### src/sv/fdfq_pkg.sv
// Shared types and constants for the float to dynamic fixed-point quantizer.
package fdfq_pkg;
   localparam int CODE_WIDTH      = 24;
   localparam int BW_WIDTH        = 5;
   localparam int FL_WIDTH        = 7;
   localparam int CSR_DATA_WIDTH  = 7;
   localparam int CSR_INDEX_WIDTH = 1;
   localparam logic [CSR_INDEX_WIDTH-1:0] CSR_CODE_BITS   = 1'b0;
   localparam logic [CSR_INDEX_WIDTH-1:0] CSR_FRAC_LENGTH = 1'b1;
   localparam logic [BW_WIDTH-1:0] BW_RESET = 5'd8;
   localparam logic [FL_WIDTH-1:0] FL_RESET = 7'd0;

   // Decoded operand after stage 1.
   typedef struct packed {
      logic        neg;
      logic        inval;
      logic        inf;
      logic        zero;
      logic [23:0] mant;
      logic signed [9:0] shift;   // exponent - 150 + frac_length
      logic [24:0] limit;         // magnitude bound for this sign
      logic        last;
   } dec_type;

   // Aligned magnitude after stage 2.
   typedef struct packed {
      logic        neg;
      logic        inval;
      logic        sat;
      logic [24:0] q;
      logic        guard;
      logic        sticky;
      logic [24:0] limit;
      logic        last;
   } aln_type;
endpackage

### src/sv/fdfq_align.sv
// Stage 2: shift the significand into place and collect round bits.
module fdfq_align import fdfq_pkg::*; (
   input  logic    clock,
   input  logic    reset,
   input  logic    valid_in,
   input  dec_type dec_in,
   output logic    valid_out,
   output aln_type aln_out
);
   logic    valid_ff;
   aln_type aln_ff, aln_in;
   logic [47:0] wide;
   logic [23:0] low;
   logic [5:0]  r;

   always_comb begin
      aln_in        = '0;
      aln_in.neg    = dec_in.neg;
      aln_in.inval  = dec_in.inval;
      aln_in.limit  = dec_in.limit;
      aln_in.last   = dec_in.last;
      wide          = '0;
      low           = '0;
      r             = '0;
      if (dec_in.inval || dec_in.zero) begin
         aln_in.q = '0;
      end else if (dec_in.inf) begin
         aln_in.sat = 1'b1;
      end else if (dec_in.shift >= 0) begin
         if (dec_in.shift >= 10'sd24) begin
            aln_in.sat = 1'b1;
         end else begin
            wide = {24'd0, dec_in.mant} << dec_in.shift[4:0];
            aln_in.q = wide[24:0];
            if (wide[47:25] != '0) aln_in.sat = 1'b1;
         end
      end else if (-dec_in.shift > 10'sd25) begin
         aln_in.sticky = 1'b1;   // mant nonzero, below half
      end else begin
         r = 6'(-dec_in.shift);
         wide = {dec_in.mant, 24'd0} >> r;
         aln_in.q      = {1'b0, wide[47:24]};
         aln_in.guard  = wide[23];
         low           = {1'b0, wide[22:0]};
         aln_in.sticky = (low != '0);
      end
   end

   always_ff @(posedge clock) begin
      if (reset) valid_ff <= 1'b0;
      else       valid_ff <= valid_in;
      aln_ff <= aln_in;
   end

   assign valid_out = valid_ff;
   assign aln_out   = aln_ff;
endmodule

### src/sv/fdfq_round.sv
// Stage 3: clamp, round to nearest even and apply the sign.
module fdfq_round import fdfq_pkg::*; (
   input  logic                  clock,
   input  logic                  reset,
   input  logic                  valid_in,
   input  aln_type               aln_in,
   output logic                  valid_out,
   output logic [CODE_WIDTH-1:0] code,
   output logic                  saturated,
   output logic                  invalid,
   output logic                  last_out
);
   logic                  valid_ff, sat_ff, inval_ff, last_ff;
   logic [CODE_WIDTH-1:0] code_ff, code_in;
   logic                  sat_in, up;
   logic [24:0]           mag;

   always_comb begin
      sat_in = aln_in.sat;
      up     = aln_in.guard && (aln_in.sticky || aln_in.q[0]);
      mag    = aln_in.q + 25'(up);
      if (aln_in.q > aln_in.limit ||
          (aln_in.q == aln_in.limit && (aln_in.guard || aln_in.sticky)))
         sat_in = 1'b1;
      if (sat_in) mag = aln_in.limit;
      if (aln_in.inval) mag = '0;
      code_in = aln_in.neg ? CODE_WIDTH'(-mag) : mag[CODE_WIDTH-1:0];
   end

   always_ff @(posedge clock) begin
      if (reset) valid_ff <= 1'b0;
      else       valid_ff <= valid_in;
      code_ff  <= code_in;
      sat_ff   <= sat_in && !aln_in.inval;
      inval_ff <= aln_in.inval;
      last_ff  <= aln_in.last;
   end

   assign valid_out = valid_ff;
   assign code      = code_ff;
   assign saturated = sat_ff;
   assign invalid   = inval_ff;
   assign last_out  = last_ff;
endmodule

### src/sv/float_to_dynamic_fixed_quantizer_core.sv
// Top level of the float to dynamic fixed-point quantizer.
//
//  channel  | handshake          | payload
//  request  | start / busy       | req_value_bits, req_last
//  result   | rsp_valid (strobe) | rsp_code, rsp_saturated, rsp_invalid, rsp_last_out
//  config   | csr_write_enable   | csr_index, csr_write_data
//
// One request per cycle; once a request is taken, its result goes through the decode, align
// and round/clamp registers. busy is always low: the pipeline never
// stalls and the receiver cannot hold results off.
// Synchronous active-high reset clears valid bits and restores a code width of 8,
// frac_length 0.
module float_to_dynamic_fixed_quantizer_core import fdfq_pkg::*; (
   input  logic                       clock,
   input  logic                       reset,
   input  logic                       start,
   output logic                       busy,
   input  logic [31:0]                req_value_bits,
   input  logic                       req_last,
   output logic                       rsp_valid,
   output logic signed [CODE_WIDTH-1:0] rsp_code,
   output logic                       rsp_saturated,
   output logic                       rsp_invalid,
   output logic                       rsp_last_out,
   input  logic                       csr_write_enable,
   input  logic [CSR_INDEX_WIDTH-1:0] csr_index,
   input  logic [CSR_DATA_WIDTH-1:0]  csr_write_data
);
   logic [BW_WIDTH-1:0] bw_ff;
   logic [FL_WIDTH-1:0] fl_ff;
   logic                v1_ff, v2;
   dec_type             dec_ff, dec_in;
   aln_type             aln;
   logic [CODE_WIDTH-1:0] code_raw;
   logic [4:0]          bw_eff;
   logic signed [6:0]   fl_eff;
   logic [7:0]          ex;
   logic [24:0]         half_range;

   assign busy = 1'b0;

   // Register file.
   always_ff @(posedge clock) begin
      if (reset) begin
         bw_ff <= BW_RESET;
         fl_ff <= FL_RESET;
      end else if (csr_write_enable) begin
         unique case (csr_index)
            CSR_CODE_BITS:   bw_ff <= csr_write_data[BW_WIDTH-1:0];
            CSR_FRAC_LENGTH: fl_ff <= csr_write_data;
            default: ;
         endcase
      end
   end

   // Stage 1: decode fields and clamp the register values.
   always_comb begin
      bw_eff = (bw_ff < 5'd2) ? 5'd2 : (bw_ff > 5'd24) ? 5'd24 : bw_ff;
      fl_eff = $signed(fl_ff);
      if (fl_eff < -7'sd32) fl_eff = -7'sd32;
      if (fl_eff > 7'sd32)  fl_eff = 7'sd32;
      ex           = req_value_bits[30:23];
      half_range   = 25'd1 << (bw_eff - 5'd1);
      dec_in.neg   = req_value_bits[31];
      dec_in.inval = (ex == 8'hFF) && (req_value_bits[22:0] != '0);
      dec_in.inf   = (ex == 8'hFF) && (req_value_bits[22:0] == '0);
      dec_in.mant  = {(ex != 8'd0), req_value_bits[22:0]};
      dec_in.zero  = (dec_in.mant == '0);
      dec_in.shift = $signed({2'b00, (ex == 8'd0) ? 8'd1 : ex}) - 10'sd150
                     + 10'(fl_eff);
      dec_in.limit = req_value_bits[31] ? half_range : half_range - 25'd1;
      dec_in.last  = req_last;
   end

   always_ff @(posedge clock) begin
      if (reset) v1_ff <= 1'b0;
      else       v1_ff <= start;
      dec_ff <= dec_in;
   end

   fdfq_align u_align (
      .clock, .reset, .valid_in(v1_ff), .dec_in(dec_ff), .valid_out(v2), .aln_out(aln)
   );

   fdfq_round u_round (
      .clock, .reset, .valid_in(v2), .aln_in(aln), .valid_out(rsp_valid),
      .code(code_raw), .saturated(rsp_saturated), .invalid(rsp_invalid),
      .last_out(rsp_last_out)
   );

   assign rsp_code = $signed(code_raw);
endmodule

### config.mk
export PLATFORM = sky130hd
export DESIGN_NAME = float_to_dynamic_fixed_quantizer_core
export DESIGN_NICKNAME = d
export VERILOG_FILES = /design/src/sv/fdfq_pkg.sv /design/src/sv/fdfq_align.sv /design/src/sv/fdfq_round.sv /design/src/sv/float_to_dynamic_fixed_quantizer_core.sv
export SDC_FILE = /design/constraint.sdc
export NUM_CORES = 1
export LEC_CHECK = 0
export BUFFER_PORTS_ARGS = -buffer_cell sky130_fd_sc_hd__buf_2
export CORE_MARGIN = 10
export CORE_UTILIZATION = 30
export DETAILED_ROUTE_END_ITERATION = 8
export GPL_ROUTABILITY_DRIVEN = 0
export PLACE_DENSITY = 0.56
export SLEW_MARGIN = 20
export SYNTH_ARGS = -nofsm -noshare
export SYNTH_HDL_FRONTEND = slang
export SYNTH_SLANG_ARGS = --single-unit
### constraint.sdc
create_clock -name clock -period 3.6 [get_ports clock]
set_input_delay 0.54 -clock clock [delete_from_list [all_inputs] [get_ports clock]]
set_output_delay 0.54 -clock clock [all_outputs]
set_load 0.01 [all_outputs]
# Word-level counts from Yosys, hierarchy flattened
# Index checks and enable logic that the tools add are counted.
# word_totals
reg_bits	162
in_bits	45
output_inout_bits	29
elab_cells	86
# classes
add_sub_neg	7
n_lt_le_gt_ge	8
eq_ne	2
n_shift	3
n_mux	18
bitwise	1
n_reduce_logical	22
# ops
op	n
two-way mux 25 bit	4
two-way mux 24 bit	3
nonzero test 23 bit	3
<< shifter 24 x 5 -> 48 bit	1
>> shifter 48 x 6 -> 48 bit	1
equality test 25 bit	1
> comparator 25 bit	1
<< shifter 1 x 5 -> 25 bit, first input constant	1
subtractor 25 x 1 -> 25 bit, second input constant	1
adder 24 x 1 -> 24 bit	1
zero test 24 bit	1
negator 24 bit	1
zero test 23 bit	1
two-way mux 7 bit	2
adder 9 x 7 -> 10 bit	1
>= comparator 10 x 1 -> 1 bit, second input constant	1
>= comparator 10 x 6 -> 1 bit, second input constant	1
> comparator 10 x 6 -> 1 bit, second input constant	1
two-way mux 5 bit	2
negator 10 bit	1
subtractor 8 x 8 -> 9 bit, second input constant	1
equality test 8 bit, second input constant	1
zero test 8 bit	1
two-way mux 8 bit	1
15 further kinds	28

# Logic depth before layout (Yosys ltp)
# Gate-level depths: netlist (run 1).
# depth
word_depth	8
depth_mapped	17
ltp_nobuf	14

# Hierarchy
# From an unflattened synthesis (run 1), not the netlist that was laid out.
# unflattened
cells_unflattened	1271
area_unflattened_um2	11006.8
# by_module_without_submodules
mod	instances	cells_each	area_each_um2	seq_area_each_um2
fdfq_align	1	503	4515.6	1141.1
float_to_dynamic_fixed_quantizer_core	1	373	3372.0	1541.5
fdfq_round	1	395	3119.2	560.5

# Worst setup path before layout (run 1)
# Ideal clock, no wire load.
# synth_timing
kind	register to register
startpoint	reg dec_ff[26] (netlist name)
endpoint	reg u_align.aln_ff, in the netlist u_align.aln_out[26]
setup_ps	124
arrival_time_ps	3598
t_required_ps	3476
path_slack_ps	-122
path_stages_with_launch	16
path_buffers	5
synth_period_minus_slack_ps	3722
path_cell_list	dfxtp_1 buf_2 buf_4 buf_2 buf_2 inv_1 ha_1 buf_1 mux4_2 mux2i_1 nand2_1 or3b_2 o22a_1 a211oi_1 o32a_1 a211oi_1
# synth_between
elab_chain_cells	4
elab_cells_between_ends	7
classes_between	1 x add/sub; 2 x order compare; 1 x shift; 1 x mux; 2 x reduce/logical
# synth_lines
element	line	text
start, declared	float_to_dynamic_fixed_quantizer_core.sv:32	dec_type dec_ff, dec_in;
start signal, assigned	float_to_dynamic_fixed_quantizer_core.sv:78	dec_ff <= dec_in;
negator 10 bit	fdfq_align.sv:37	end else if (-dec_in.shift > 10'sd25) begin
>> shifter 48 x 6 -> 48 bit	fdfq_align.sv:41	wide = {dec_in.mant, 24'd0} >> r;
nonzero test 23 bit	fdfq_align.sv:45	aln_in.sticky = (low != '0);
two-way mux 1 bit	fdfq_align.sv:37	
end signal, assigned	fdfq_align.sv:52	aln_ff <= aln_in;
end, declared	fdfq_align.sv:11	aln_type aln_ff, aln_in;
# Several ways; a longest one is shown, not always the timed one.
# A chain may end at the register's enable or synchronous reset.

# Final worst setup path (run 1)
# layout_timing
startpoint	reg u_align.aln_ff, in the netlist u_align.aln_out[17]
endpoint	reg u_round.code_ff[23], in the netlist u_round.code[23]
# layout_between
elab_chain_cells	8
elab_cells_between_ends	9
classes_between	1 x add/sub; 1 x order compare; 1 x eq/ne; 4 x mux; 2 x reduce/logical
# layout_lines
element	line	text
parallel branches: the longest is 4 deep, another holds > comparator 25 bit	-	
two-way mux 24 bit *	fdfq_round.sv:25	if (sat_in) mag = aln_in.limit;
two-way mux 24 bit *	fdfq_round.sv:26	if (aln_in.inval) mag = '0;
negator 24 bit	fdfq_round.sv:27	code_in = aln_in.neg ? CODE_WIDTH'(-mag) : mag[CODE_WIDTH-1:0];
two-way mux 24 bit *	fdfq_round.sv:27	
via u_round.code_in[23]	fdfq_round.sv:14	logic [CODE_WIDTH-1:0] code_ff, code_in;
end signal, assigned	fdfq_round.sv:33	code_ff <= code_in;
end, declared	fdfq_round.sv:14	
# Mark *: on every way through the listed nets, which the timed path passes.

==> results of run 1 <==
## repair_timing
item / in CTS / in global routing
hold buffers: 0 / 0
gates resized for setup: 0 / 11
setup buffers: 0 / 1
endpoints found under the setup margin: 0 / 9
## through the flow
step | power [mW] | area [um2] | setup WS (ns) | hold slack [ns]
CTS | 6.720 | 12170 | 0.1469 | 0.1723
floorplan | 3.934 | 10470 | 0.04215 | 0.3096
finish | 6.718 | 12230 | 0.1070 | 0.1908
detailed placement | 4.680 | 11530 | 0.1713 | 0.3121
global placement | 4.664 | 11530 | 0.2415 | 0.3108
global route | 7.104 | 12230 | -0.07306 | 0.1776
## final cells by class
| type | instances | area (um2) |
|---|---|---|
| Fill cell | 3563 | 22230 |
| Multi-Input combinational cell | 934 | 6751 |
| Sequential cell | 162 | 3247 |
| Timing Repair Buffer | 128 | 805.8 |
| Tap cell | 455 | 569.3 |
| Clock buffer | 18 | 450.4 |
| Inverter | 57 | 214.0 |
| Clock inverter | 14 | 187.7 |
## power breakdown
| group | total [mW] | leakage, nW | internal (mW) | switching, mW |
|---|---|---|---|---|
| Sequential | 2.22 | 1.35 | 2.05 | 0.177 |
| Clock | 2.01 | 0.315 | 1.16 | 0.856 |
| Combinational | 2.48 | 3.31 | 1.02 | 1.47 |
| Total | 6.72 | 4.97 | 4.22 | 2.50 |
## registers in the layout, summed over array words and instances, names as in the netlist
name               count
u_round.last_out       1
u_round.valid_out      1
u_round.code          24
u_round.invalid        1
fl_ff                  7
u_align.aln_out       56
v1_ff                  1
u_round.saturated      1
dec_ff                64
u_align.valid_out      1
bw_ff                  5
## per-layer routing
| metal | part of all wire, % | track usage (%) |
|---|---|---|
| met5 | 0 | 0 |
| met4 | 2.5 | 5.175 |
| met3 | 5.6 | 2.793 |
| met2 | 45 | 21.96 |
| met1 | 47 | 18.98 |
## synth_stat cells (21+ instances only)
| library cell | instances | area, um2 |
|---|---|---|
| nor3_1 | 29 | 145.1 |
| mux2_2 | 21 | 236.5 |
| nand2_1 | 98 | 367.9 |
| clkbuf_1 | 45 | 168.9 |
| mux2i_1 | 51 | 510.5 |
| nor2_1 | 134 | 503.0 |
| nand3_1 | 37 | 185.2 |
| ha_1 | 42 | 525.5 |
| o21ai_0 | 43 | 215.2 |
| xnor2_1 | 47 | 411.6 |
| nand4_1 | 31 | 193.9 |
| dfxtp_1 | 162 | 3243 |
| a21oi_1 | 77 | 385.4 |
| mux4_2 | 36 | 810.8 |
| inv_1 | 56 | 210.2 |
## cell families after synthesis
family / count (synthesis) / share of synthesized area, %
other: 1 / 0.03584
adders and majority gates: 43 / 5.213
DFF: 162 / 30.99
muxes: 108 / 14.89
AOI/OAI and AO/OA: 276 / 17.33
and+or+nand+nor: 440 / 20.99
buffers and inverters: 128 / 5.034
xor gates and xnor gates: 66 / 5.524
## cells in the final DEF (no fill, tap or decap), drive strengths merged, types with 11 or more instances in the layout
cell and instances:
buf 128, nor3 32, o21ai 47, nand4 32, ha 42, inv 63, nand3 38, clkbuf 18
a22oi 17, o22ai 20, xnor2 47, and2 14, nand2 98, o211ai 11, a211oi 19, nor4 22
dfxtp 162, nor2 135, o21a 11, a21oi 78, a31oi 12, nand2b 14, mux2 21, mux4 36
xor2 19, mux2i 51
## how the worst max path moves through the flow
stage / cells past startpoint / end / from / slack [ns]
floorplan: 15 / u_align.aln_out[26] / dec_ff[26] / 0.04
global placement: 12 / u_round.code[23] / u_align.aln_out[16] / 0.24
detailed placement: 11 / u_round.code[23] / u_align.aln_out[28] / 0.17
CTS: 11 / u_round.code[17] / u_align.aln_out[28] / 0.15
global route: 12 / u_round.code[17] / u_align.aln_out[17] / -0.07
finish: 12 / u_round.code[23] / u_align.aln_out[17] / 0.11
## worst max-delay path, delay by kind of cell, from the launching register on
kind	cells	cell delay, ns
AND/OR/NAND/NOR	5	1.35
AO/OA/AOI/OAI	3	0.77
flip-flops	1	0.35
adder cells (fa/ha/maj)	1	0.35
buffers and inverters	2	0.33
multiplexers	1	0.29
==> impl_metrics.yaml, run 1 <==
run_status:
  status: "finished, final reports clean"
worst_hold_path:
  hp-class: "in2reg"
  min_path_cells: 1
  hold-path-endpoint: "dec_ff[0]"
  min_from: "req_last"
placement:
  post-dp-hpwl_mm: 23.71
  dpl.cell_count: 1735
  port_buffers: 72
routing:
  drt-initial-drc-count: 812
  vias: 9460
  viasPerCell: 5.351
  totalWireLength_mm: 30.45
  drc: 0
  wl_per_cell_um: 17.22
  drt_pre_antenna_iters: 5
  ant_nets: 0
clock_network:
  ctsHtreeMaxLevel: 4
  clkSinkCount: 162
  cts_root_buf: "clkbuf_16"
  cts_buffer_depth: 2
  numCtsBuffers: 17
  clk_latency_ns: 0.44
  cts_tree: "done"
  cts.clk_slew.worst_paths_ns: 0.07
power_and_ir_drop:
  p_leak_nw: 4.971
  vdd_ir_drop_max_uv: 637.9
  power_density_nw_per_um2: 549.5
sta:
  fin_tns_setup_ns: 0
  max_freq_mhz: 286.3
  slew_headroom_pct: 36.17
  report.final.slew_viol_count: 0
  clock_skew_ns: 0.01288
  period_needed_ns: 3.493
  setup_viol: 0
  finalHoldViolations: 0
  min_period_over_period_pct: 97.03
  worst_slew_pin_slew_ns: 0.9502
floorplanning:
  io_pins: 74
  rows: 68
  dieHeight_um: 206.8
  initial_core_util_pct: 30.37
  die_w_um: 206.8
  die-area_um2: 42750
  core-area_um2: 34460
worst_setup_path:
  critPathSlowestCell: "or4_1"
  path_class: "reg2reg"
  arrival_ns: 3.88
  rrSetupSlack_ns: 0.11
  cp.required_ns: 3.98
  critPathMaxStageDelay_ns: 0.54
  r2r_end: "u_round.code[23]"
  worstSetupEndpointType: "flip-flop"
  r2r_cells: 12
  reg2reg_from: "u_align.aln_out[17]"
  cp-start-kind: "flip-flop"
  cp_max_fo: 22
  crit_path_cell_trace: "inv_1 -> ha_1 -> nand4_1 -> or2_1 -> nor4_2 -> mux2_2 -> o21ai_1 -> buf_4 -> a22o_1 -> a211o_2 -> or4_1 -> nand4b_1"
final_layout:
  n_antenna_cell: 0
  layoutNonFillerInstCount: 1768
  nets: 1388
  area_growth_pct: 16.84
  drive_gt1_share_pct: 19.50
  final_util_pct: 35.48
global_routing:
  grt_start_max_net_pins: 57
  grt_pass1_wl_mm: 48.00
  overflow: 0
  antenna_found_initial: 0
  first_global_vias: 8959
  grt_usage_pct: 14.10
logic_synthesis:
  synth.net_count: 1312
  synthArstFlopShare_pct: 0
  synth_cell_type_count: 83
  synth-edff-count: 0
  ys_seq_elements: 162
  synth_cells: 1224
  ys_warn_count: 0
  yosys_most_used_dff: "dfxtp_1"
  avgSynthCellArea_um2: 8.549
  ys_seq_area_share_pct: 30.99
  syn_area_um2: 10460
job:
  cap_violations: 0
Note: power is estimated with default switching activity, not from simulation.
==> run 2, diff against run 1 <==
--- a/config.mk
+++ b/config.mk
@@ -11,6 +11,7 @@
 export DETAILED_ROUTE_END_ITERATION = 8
 export GPL_ROUTABILITY_DRIVEN = 0
 export PLACE_DENSITY = 0.56
+export REMOVE_ABC_BUFFERS = 1
 export SLEW_MARGIN = 20
 export SYNTH_ARGS = -nofsm -noshare
 export SYNTH_HDL_FRONTEND = slang
==> impl_metrics.yaml, run 2 (synthesis results as in run 1) <==
run_status:
  status: "finished, final reports clean"
clock_network:
  cts_tree: "done"
  ctsHtreeMaxLevel: 4
  cts.clk_slew.worst_paths_ns: 0.07
  numCtsBuffers: 17
  cts_root_buf: "clkbuf_16"
  clkSinkCount: 162
  cts_buffer_depth: 2
  clk_latency_ns: 0.45
sta:
  worst_slew_pin_slew_ns: 0.9147
  setup_viol: 0
  finalHoldViolations: 0
  report.final.slew_viol_count: 0
  min_period_over_period_pct: 96.59
  slew_headroom_pct: 38.55
  clock_skew_ns: 0.01252
  max_freq_mhz: 287.6
  period_needed_ns: 3.477
  finalHoldWorstSlack_ns: 0.1910
final_layout:
  nFillCells: 3595
  max_flop_register: "dec_ff"
  multiInputGateArea_um2: 6798
  layout_common_cells: "dfxtp_1 (159), nor2_1 (134), nand2_1 (98)"
  area_growth_pct: 16.54
  layoutNonFillerInstCount: 1763
  final_common_cell: "dfxtp_1"
  n_antenna_cell: 0
  nets: 1384
  drive_gt1_share_pct: 19.19
  design_area_um2: 12190
  seqCellArea_um2: 3249
  largest_reg_flops: 64
worst_setup_path:
  critPathSlowestCell: "or4_1"
  r2r_end: "u_round.code[23]"
  worst-path-buf-inv: 2
  cp.required_ns: 3.98
  cp_top_family: "compound AO/OA/AOI/OAI gates"
  worstSetupEndpointType: "flip-flop"
  cp-start-kind: "flip-flop"
  reg2reg_from: "u_align.aln_out[23]"
  crit_path_cell_trace: "inv_1 -> ha_1 -> a211oi_1 -> nor2_1 -> a211oi_2 -> o211a_1 -> o21ai_1 -> buf_4 -> a22o_1 -> a211o_4 -> or4_1 -> nand4b_1"
  arrival_ns: 3.86
  r2r_cells: 12
  rrSetupSlack_ns: 0.12
  cp_max_fo: 18
  path_class: "reg2reg"
  critPathMaxStageDelay_ns: 0.54
worst_hold_path:
  min_path_cells: 1
  min_from: "req_last"
  hp-class: "in2reg"
  hold-path-endpoint: "dec_ff[0]"
global_routing:
  first_global_vias: 8912
  grt_pass1_wl_mm: 48.31
  grt_usage_pct: 14.20
  grt_start_max_net_pins: 60
  antenna_found_initial: 0
  overflow: 0
floorplanning:
  core-area_um2: 34460
  die_w_um: 206.8
  die-area_um2: 42750
  rows: 68
  dieHeight_um: 206.8
  io_pins: 74
  initial_core_util_pct: 30.37
routing:
  wl_per_cell_um: 17.23
  drc: 0
  drt-initial-drc-count: 818
  vias: 9398
  ant_nets: 0
  drt_pre_antenna_iters: 5
  totalWireLength_mm: 30.38
  viasPerCell: 5.331
placement:
  dpl.cell_count: 1731
  post-dp-hpwl_mm: 23.93
  port_buffers: 72
  dpl_cell_area_um2: 11500
job:
  cap_violations: 0
power_and_ir_drop:
  power_density_nw_per_um2: 536.0
  p_leak_nw: 4.931
  vdd_ir_drop_max_uv: 355.3
[run 2: changes by cell type in the layout (fill, tap and decap cells not counted), moves of 3 or more]
cell / previous run / this run
nor4_4: 1 / 4
nor4_2: 3 / 0
buf_4: 54 / 49
clkinvlp_4: 0 / 3
[run 2: worst reg2reg max path: stages, from the launching register on]
cell      delay [ns]
dfxtp_1         0.31
inv_1           0.07
ha_1            0.32
a211oi_1        0.23
nor2_1          0.09
a211oi_2        0.40
o211a_1         0.32
o21ai_1         0.14
buf_4           0.25
a22o_1          0.26
a211o_4         0.37
or4_1           0.54
nand4b_1        0.11
[run 2: layer usage]
| metal | up-vias | share of wire [%] | global-route usage [%] | wire length (um) |
|---|---|---|---|---|
| li1 | 4623 | - | - | - |
| met1 | 4397 | 46 | 19.21 | 14060 |
| met2 | 333 | 46 | 22.41 | 13860 |
| met3 | 45 | 6.2 | 2.591 | 1885 |
| met4 | 0 | 1.9 | 4.657 | 578 |
| met5 | - | 0 | 0 | 0 |
[run 2: timing repair]
action,4_1_cts,5_1_grt
buffers inserted,0,1
endpoints found under the setup margin,0,14
hold buffers,0,0
resized for setup,0,20
[run 2: worst max-delay path by stage]
stage                              startpoint                   to  slack (ns)  cells after the start
after detailed placement   u_align.aln_out[7]     u_round.code[23]        0.05                     13
after floorplan                    dec_ff[26]  u_align.aln_out[26]       -2.03                     10
after global placement     u_align.aln_out[2]     u_round.code[17]        0.08                     13
after global routing       u_align.aln_out[2]     u_round.code[17]      -0.004                     13
after CTS                  u_align.aln_out[7]     u_round.code[23]        0.03                     13
final                     u_align.aln_out[23]     u_round.code[23]        0.12                     12
[run 2: stage by stage]
| step | TNS (ns) | power (mW) | util [%] | setup slack (ns) |
|---|---|---|---|---|
| 6_report | 0 | 6.536 | 35.39 | 0.1226 |
| 5_1_grt | -0.007911 | 6.931 | 35.39 | -0.003984 |
| 4_1_cts | 0 | 6.510 | 35.07 | 0.03354 |
| 3_5_place_dp | 0 | 4.658 | 33.37 | 0.05056 |
| 3_3_place_gp | 0 | 4.642 | 33.37 | 0.08093 |
| 2_1_floorplan | -34.62 | 3.869 | - | -2.032 |
[run 2: area by class of cell]
type	count	area share, %
clock inverters	13	1.272
repair buffers	124	6.392
well taps	455	4.669
multi-input cells	934	55.75
inverters	57	1.755
flip-flops and latches	162	26.65
clock buffers	18	3.519
[run 2: power by group]
part / total, mW / internal, mW / switching (mW)
Combinational: 2.47 / 1.02 / 1.46
Sequential: 2.23 / 2.05 / 0.181
Clock: 1.84 / 1.03 / 0.805
Total: 6.54 / 4.09 / 2.44
